File: src/sv/smx_pkg.sv
package smx_pkg;

   localparam int DATA_DEPTH_DEF = 256;
   localparam int CALL_DEPTH_DEF = 64;
   localparam int PROG_SIZE_DEF  = 65536;
   localparam int WORD_W         = 32;
   localparam int ADDR_W         = 16;
   localparam int OPC_W          = 8;
   localparam int STAT_W         = 4;

   typedef enum logic [OPC_W-1:0] {
      OP_PUSH  = 8'd0,
      OP_POP   = 8'd1,
      OP_HALT  = 8'd2,
      OP_ADD   = 8'd3,
      OP_SUB   = 8'd4,
      OP_MUL   = 8'd5,
      OP_DIV   = 8'd6,
      OP_MOD   = 8'd7,
      OP_DUP   = 8'd8,
      OP_SWAP  = 8'd9,
      OP_AND   = 8'd10,
      OP_OR    = 8'd11,
      OP_XOR   = 8'd12,
      OP_NOT   = 8'd13,
      OP_EQU   = 8'd14,
      OP_NEQU  = 8'd15,
      OP_CALL  = 8'd16,
      OP_ACALL = 8'd17,
      OP_RET   = 8'd18,
      OP_JMP   = 8'd19,
      OP_JNZ   = 8'd20
   } opcode_type;

   typedef enum logic [STAT_W-1:0] {
      ST_OK      = 4'd0,
      ST_HALT    = 4'd1,
      ST_BADOP   = 4'd2,
      ST_ADDR    = 4'd3,
      ST_DUNDER  = 4'd4,
      ST_DOVER   = 4'd5,
      ST_RUNDER  = 4'd6,
      ST_ROVER   = 4'd7,
      ST_DIVZERO = 4'd8
   } status_type;

   typedef enum logic [1:0] {
      CL_BINARY,
      CL_UNARY,
      CL_FLOW,
      CL_OTHER
   } class_type;

   typedef struct packed {
      logic [OPC_W-1:0]  opcode;
      logic [WORD_W-1:0] operand;
      class_type         cls;
      logic              valid_op;
   } instr_type;

   typedef enum logic [3:0] {
      EX_IDLE,
      EX_READ,
      EX_READ2,
      EX_EXEC,
      EX_DIV,
      EX_WRITE2,
      EX_RESP
   } ex_state_type;

endpackage

File: src/sv/smx_front.sv
module smx_front (
   input  logic                       clock,
   input  logic                       reset,
   input  logic                       req_valid,
   output logic                       req_ready,
   input  logic [smx_pkg::OPC_W-1:0]  req_opcode,
   input  logic signed [smx_pkg::WORD_W-1:0] req_operand,
   output logic                       q_valid,
   input  logic                       q_pop,
   output smx_pkg::instr_type         q_data
);
   import smx_pkg::*;

   instr_type slot_ff [2];
   instr_type cur;
   logic      rd_ptr_ff, rd_ptr_in, wr_ptr_ff, wr_ptr_in;
   logic [1:0] cnt_ff, cnt_in;
   logic      push;

   always_comb begin
      cur.opcode   = req_opcode;
      cur.operand  = req_operand;
      cur.valid_op = (req_opcode <= OP_JNZ);
      case (req_opcode) inside
         OP_ADD, OP_SUB, OP_MUL, OP_DIV, OP_MOD, OP_AND, OP_OR, OP_XOR, OP_EQU,
         OP_NEQU, OP_SWAP:
            cur.cls = CL_BINARY;
         OP_POP, OP_DUP, OP_NOT, OP_JNZ:
            cur.cls = CL_UNARY;
         OP_CALL, OP_ACALL, OP_RET, OP_JMP:
            cur.cls = CL_FLOW;
         default:
            cur.cls = CL_OTHER;
      endcase
   end

   assign req_ready = (cnt_ff != 2'd2);
   assign push      = req_valid && req_ready;
   assign q_valid   = (cnt_ff != 2'd0);
   assign q_data    = slot_ff[rd_ptr_ff];

   always_comb begin
      rd_ptr_in = rd_ptr_ff ^ (q_pop && q_valid);
      wr_ptr_in = wr_ptr_ff ^ push;
      cnt_in    = cnt_ff + {1'b0, push} - {1'b0, q_pop && q_valid};
   end

   always_ff @(posedge clock) begin
      if (push) begin
         slot_ff[wr_ptr_ff] <= cur;
      end
      if (reset) begin
         rd_ptr_ff <= 1'b0;
         wr_ptr_ff <= 1'b0;
         cnt_ff    <= 2'd0;
      end else begin
         rd_ptr_ff <= rd_ptr_in;
         wr_ptr_ff <= wr_ptr_in;
         cnt_ff    <= cnt_in;
      end
   end

   assert property (@(posedge clock) disable iff (reset) cnt_ff <= 2'd2)
      else $error("queue count out of range");
   assert property (@(posedge clock) disable iff (reset)
      (cnt_ff == 2'd2) |-> !req_ready)
      else $error("accept while queue full");
   assert property (@(posedge clock) disable iff (reset)
      (cnt_ff == 2'd0) |-> !q_valid)
      else $error("queue valid while empty");
endmodule

File: config.mk
export PLATFORM = sky130hd
export DESIGN_NAME = smx_front
export DESIGN_NICKNAME = d
export VERILOG_FILES = /design/src/sv/smx_pkg.sv /design/src/sv/smx_front.sv
export SDC_FILE = /design/constraint.sdc
export NUM_CORES = 1
export LEC_CHECK = 0
export CAP_MARGIN = 25
export CORE_ASPECT_RATIO = 0.7
export CORE_UTILIZATION = 55
export CTS_CLUSTER_DIAMETER = 50
export DETAILED_ROUTE_END_ITERATION = 6
export DONT_BUFFER_PORTS = 1
export GPL_ROUTABILITY_DRIVEN = 0
export GPL_TIMING_DRIVEN = 0
export PLACE_DENSITY_LB_ADDON = 0.2
export SYNTH_ARGS = -nofsm -noshare
export SYNTH_HDL_FRONTEND = slang
export SYNTH_SLANG_ARGS = --single-unit
File: constraint.sdc
create_clock -name clock -period 2.4 [get_ports clock]
set_input_delay 0.48 -clock clock [delete_from_list [all_inputs] [get_ports clock]]
set_output_delay 0.48 -clock clock [all_outputs]
set_load 0.02 [all_outputs]
==> impl_metrics.yaml, run 1 <==
status:
  outcome: "completed"
yosys:
  synth_area_leaders: "edfxtp_1 (75%), mux2_2 (13%), dfxtp_1 (2.3%)"
  ys_types: 24
  syn-cell-area_um2: 3440
  synth-edff-count: 86
  synth_fp_nets: 219
  synth_flop_cell: "edfxtp_1"
  yosys.area.top_type_share_pct: 75.1
  postSynthAreaPerCell_um2: 20.1
  yosys.area.top_type: "edfxtp_1"
  ys_ff_latch: 90
  yosysWarnings: 0
  synth_seq_area_share_pct: 77.4
  postSynthCellCount: 171
  synth_most_common_cell: "edfxtp_1"
  ys_top_cells_by_count: "edfxtp_1 (86), mux2_2 (40), buf_6 (5)"
  synthArstFlopShare_pct: 0
pwr:
  p_leak_nw: 1.23
  peakVddDrop_mv: 0.499
  power.density_nw_per_um2: 1130
clocking:
  cts_buffers: 9
  path_clk_slew_ns: 0.08
  clkSinkCount: 90
  clock_latency_ns: 0.33
  clock_path_buffers: 2
  clockRootBuffer: "clkbuf_8"
  cts_hold_buf: 0
  cts_tree: "built"
  cts_resized: 0
  post_cts_buffers: 0
  htreeDepth: 3
finish:
  layout-drive-gt1-share_pct: 35.4
  num-nets-final: 232
  n_antenna_cell: 0
  instances_no_fill: 264
  syn_to_final_growth_pct: 8.77
global_route:
  overflow: 0
  met1_usage_pct: 16.8
  use_met2_pct: 25.4
  top_usage_layer: "met2"
  grt_pass1_vias: 1523
  antenna_found_initial: 0
  grt_usage_pct: 16.1
  grt_start_max_net_pins: 32
  gr-usage-met3_pct: 9.78
  grt_pass1_wl_mm: 7.22
job:
  cap_violations: 0
detailed_routing:
  drt-total-wl_mm: 5.07
  dr_total_vias: 1479
  first_pass_iters: 4
  drtIter0Drc: 35
  drc: 0
  viasPerCell: 5.60
  drtAntennaViolNets: 0
  wl_per_cell_um: 19.2
sta:
  tns_ns: 0
  fin_crit_sh_pct: 77.9
  fin_worst_skew_ns: 0.00331
  maxSlewViolCount: 0
  max_slew.worst_pin.slew_ns: 0.410
  relSlewSlack_pct: 72.5
  rsz0062_at_grt: "no"
  finalCriticalPeriod_ns: 1.87
  hold_viol: 0
  setup_viol: 0
  fmax_mhz: 535
worst_setup_path:
  cp_data_arrival_time_ns: 1.91
  critical_path.top_delay_family: "simple AND/OR/NAND/NOR gates"
  cpMaxStageDelayCell: "ha_2"
  required_ns: 2.44
  critical_path_class: "reg2reg"
  cp-end-kind: "flip-flop"
  crit_chain: "nand2b_1 -> nand2_1 -> inv_1 -> ha_2 -> buf_12"
  critPathMaxFanout: 31
  crit_buf_inv: 2
  max_stage_delay_ns: 0.41
  startpoint_type: "flip-flop"
placement:
  numPlacedInstances: 248
  numPortBuffers: 0
  hpwl_mm: 3.45
floorplan:
  fp-row-count: 23
  ios: 89
  core-area_um2: 5870
  initial_core_util_pct: 58.6
  die_w_um: 96.5
  die_y_um: 68.2
  die_area_um2: 6580
worst_hold_path:
  min_path_type: "in2reg"
[routing by layer]
metal,wire length (um),vias up
li1,-,682
met1,1930,712
met2,2400,74
met3,647,11
met4,86,0
met5,0,-
[sequential cells by signal, indices dropped and copies added, names as in the netlist]
name	flops
rd_ptr_ff	1
wr_ptr_ff	1
slot_ff	86
cnt_ff	2
[kinds of logic (layout without fill, tap and decap cells)]
logic type | after synthesis | count (layout) | synth area share, %
compound gates | 8 | 8 | 1.86
flops | 90 | 90 | 77.4
xor+xnor | 2 | 2 | 0.510
mux | 43 | 43 | 14.4
simple gates | 15 | 15 | 2.26
buf+inv | 9 | 27 | 2.07
fa+ha+maj | 4 | 4 | 1.46
[power breakdown]
part	switching [W]	internal, W	total, W
Sequential	0.0000676	0.00204	0.00210
Clock	0.000475	0.000371	0.000846
Combinational	0.000795	0.000464	0.00126
[worst register-to-register path, cell delays in order, from the launching register on]
cell and delay, ns:
dfxtp_1 0.38, nand2b_1 0.28, nand2_1 0.14, inv_1 0.10, ha_2 0.41, buf_12 0.26
[layout by cell type, fill, tap and decap left out]
cell type   Yosys  final
o31ai_2         1      1
edfxtp_1       86     86
nand2_1         2      2
clkbuf_1        0      2
clkinv_2        0      1
nor2_1          3      3
ha_1            4      2
clkbuf_8        0      9
mux2_2         40     40
nor3_1          3      3
xnor2_1         1      1
and3_1          1      1
ha_2            0      2
or2_2           1      1
o31ai_1         1      1
inv_1           4      4
o21a_1          2      2
and2_1          2      2
nor2b_1         2      2
clkinv_1        0      1
buf_6           5      5
buf_12          0      2
clkinvlp_4      0      3
a21oi_1         1      1
dfxtp_1         4      4
nand2b_1        1      1
o211a_1         1      1
xor2_1          1      1
o21ai_0         1      1
o311ai_0        1      1
mux2_4          3      3
[layout make-up]
class / count / area, um2
Buffer: 5 / 56.3
Clock buffer: 11 / 131
Clock inverter: 5 / 31.3
Fill cell: 418 / 2130
Inverter: 4 / 15.0
Multi-Input combinational cell: 72 / 709
Sequential cell: 90 / 2660
Tap cell: 75 / 93.8
Timing Repair Buffer: 2 / 40.0
[metrics by stage]
stage	hold slack [ns]	worst slack, ns	instance area [um2]	power, W	utilization, %
2_1_floorplan	0.501	0.155	3440	0.00320	-
3_3_place_gp	0.514	-0.313	3530	0.00335	60.2
3_5_place_dp	0.552	0.517	3580	0.00342	60.9
4_1_cts	0.181	0.491	3740	0.00426	63.7
5_1_grt	0.176	0.373	3740	0.00439	63.7
6_report	0.203	0.529	3740	0.00421	63.7
[worst paths after layout]
check,to,depth (start not counted),slack (ns),startpoint
setup / recovery,slot_ff[1][8]$_DFFE_PP_,5,0.53,cnt_ff[0]$_SDFF_PP0_
hold / removal,wr_ptr_ff$_SDFF_PP0_,1,0.20,reset
setup reg to reg,slot_ff[1][8]$_DFFE_PP_,5,0.53,cnt_ff[0]$_SDFF_PP0_
hold reg to reg,cnt_ff[1]$_SDFF_PP0_,2,0.58,cnt_ff[1]$_SDFF_PP0_
(Power assumes the default switching activity.)
==> run 2, diff against run 1 <==
Clock period 2.4 ns to 1.9 ns, I/O delays scaled along.
==> run 2 against run 1 <==
Design area about the same. Register-to-register slack worse by 0.41 ns. Utilization barely moved. Largest power group unchanged. Total power increased by 26%. Die area is the same. Via count did not move. Combinational power rose by 26%. Sequential cell count did not move. Critical path depth did not move. First-iteration DRC count fell by 20%.
==> impl_metrics.yaml, run 2 (synthesized netlist as in run 1, its figures left out) <==
floorplan:
  die_area_um2: 6580
  initial_core_util_pct: 58.6
  fp-row-count: 23
  die_y_um: 68.2
  ios: 89
  die_w_um: 96.5
  core-area_um2: 5870
global_route:
  grt_pass1_vias: 1523
  overflow: 0
  grt_start_max_net_pins: 32
  antenna_found_initial: 0
  grt_usage_pct: 16.1
  grt_pass1_wl_mm: 7.22
sta:
  setup_viol: 0
  relSlewSlack_pct: 72.5
  maxSlewViolCount: 0
  rsz0062_at_grt: "yes"
  fmax_mhz: 563
  fin_crit_sh_pct: 93.5
  hold_viol: 0
  hold_slack_ns: 0.103
  max_slew.worst_pin.slew_ns: 0.410
  finalCriticalPeriod_ns: 1.78
  fin_worst_skew_ns: 0.00336
  tns_ns: 0
pwr:
  totalPowerFinal_w: 0.00532
  power.density_nw_per_um2: 1420
  p_leak_nw: 1.23
  peakVddDrop_mv: 0.630
clocking:
  cts_tree: "built"
  cts_resized: 0
  htreeDepth: 3
  clkSinkCount: 90
  clock_path_buffers: 2
  cts_hold_buf: 0
  post_cts_buffers: 0
  clock_latency_ns: 0.33
  path_clk_slew_ns: 0.08
  cts_buffers: 9
  clockRootBuffer: "clkbuf_8"
placement:
  numPortBuffers: 0
  placed_cell_area_um2: 3580
  hpwl_mm: 3.45
worst_setup_path:
  cp-startpoint: "cnt_ff[0]$_SDFF_PP0_"
  critical_path_class: "reg2reg"
  r2r_cells: 5
  startpoint_type: "flip-flop"
  critPathMaxFanout: 31
  r2r_start: "cnt_ff[0]$_SDFF_PP0_"
  required_ns: 1.94
  cp-end-kind: "flip-flop"
  cp_data_arrival_time_ns: 1.81
worst_hold_path:
  worstHoldStart: "reset"
  holdPathStages: 1
  min_path_type: "in2reg"
job:
  cap_violations: 0
detailed_routing:
  viasPerCell: 5.60
  drt-total-wl_mm: 5.08
  dr_total_vias: 1479
  first_pass_iters: 4
  wl_per_cell_um: 19.2
  drc: 0
  drtIter0Drc: 28
  drtAntennaViolNets: 0
finish:
  fin_util_pct: 63.7
  mostFrequentLayoutCells: "edfxtp_1 (86), mux2_2 (40), clkbuf_8 (9)"
  largest_register: "slot_ff"
  syn_to_final_growth_pct: 8.84
  final_common_cell: "edfxtp_1"
  layout-drive-gt1-share_pct: 36.0
  fin_area_um2: 3740
  largestRegisters: "slot_ff (86), cnt_ff (2)"
  largest_reg_flops: 86
  n_antenna_cell: 0
  num-nets-final: 232
status:
  outcome: "completed"
## run 2: cell counts in the layout (fill, tap and decap cells not counted)
Identical to the previous run, type by type.
## run 2: layer usage
metal	track usage (%)	part of all wire, %	vias to the layer above
met4	9.01	1.7	0
met5	0	0	-
met1	16.8	38	711
met3	9.78	13	11
met2	25.4	47	74
li1	-	-	683
## run 2: cell type report
| cell class | count | area (um2) |
|---|---|---|
| buffer | 5 | 56.3 |
| clock buffer | 11 | 131 |
| clock inverter | 5 | 31.3 |
| fill | 418 | 2130 |
| inverter | 4 | 15.0 |
| multi-input combinational | 72 | 712 |
| sequential | 90 | 2660 |
| tap | 75 | 93.8 |
| timing repair buffer | 2 | 40.0 |
## run 2: final timing paths
check,endpoint,slack (ns)
setup / recovery,slot_ff[1][8]$_DFFE_PP_,0.12
hold / removal,wr_ptr_ff$_SDFF_PP0_,0.10
setup reg to reg,slot_ff[1][8]$_DFFE_PP_,0.12
hold reg to reg,cnt_ff[1]$_SDFF_PP0_,0.59
## run 2: critical path: stages, from the launching register on
cell	delay [ns]
dfxtp_1	0.38
nand2b_2	0.22
nand2_1	0.11
inv_1	0.09
ha_2	0.41
buf_12	0.25
## run 2: stage by stage
stage          setup slack (ns)  cells
6_report                  0.124    264
3_5_place_dp             0.0169    248
2_1_floorplan            -0.345    171
3_3_place_gp             -0.813    246
5_1_grt                 -0.0311    264
4_1_cts                 0.00555    264
## run 2: power breakdown
part / internal, W / switching, W / total [W]
logic: 0.000589 / 0.00100 / 0.00159
clock network: 0.000469 / 0.000600 / 0.00107
registers: 0.00257 / 0.0000875 / 0.00266
total: 0.00363 / 0.00169 / 0.00532
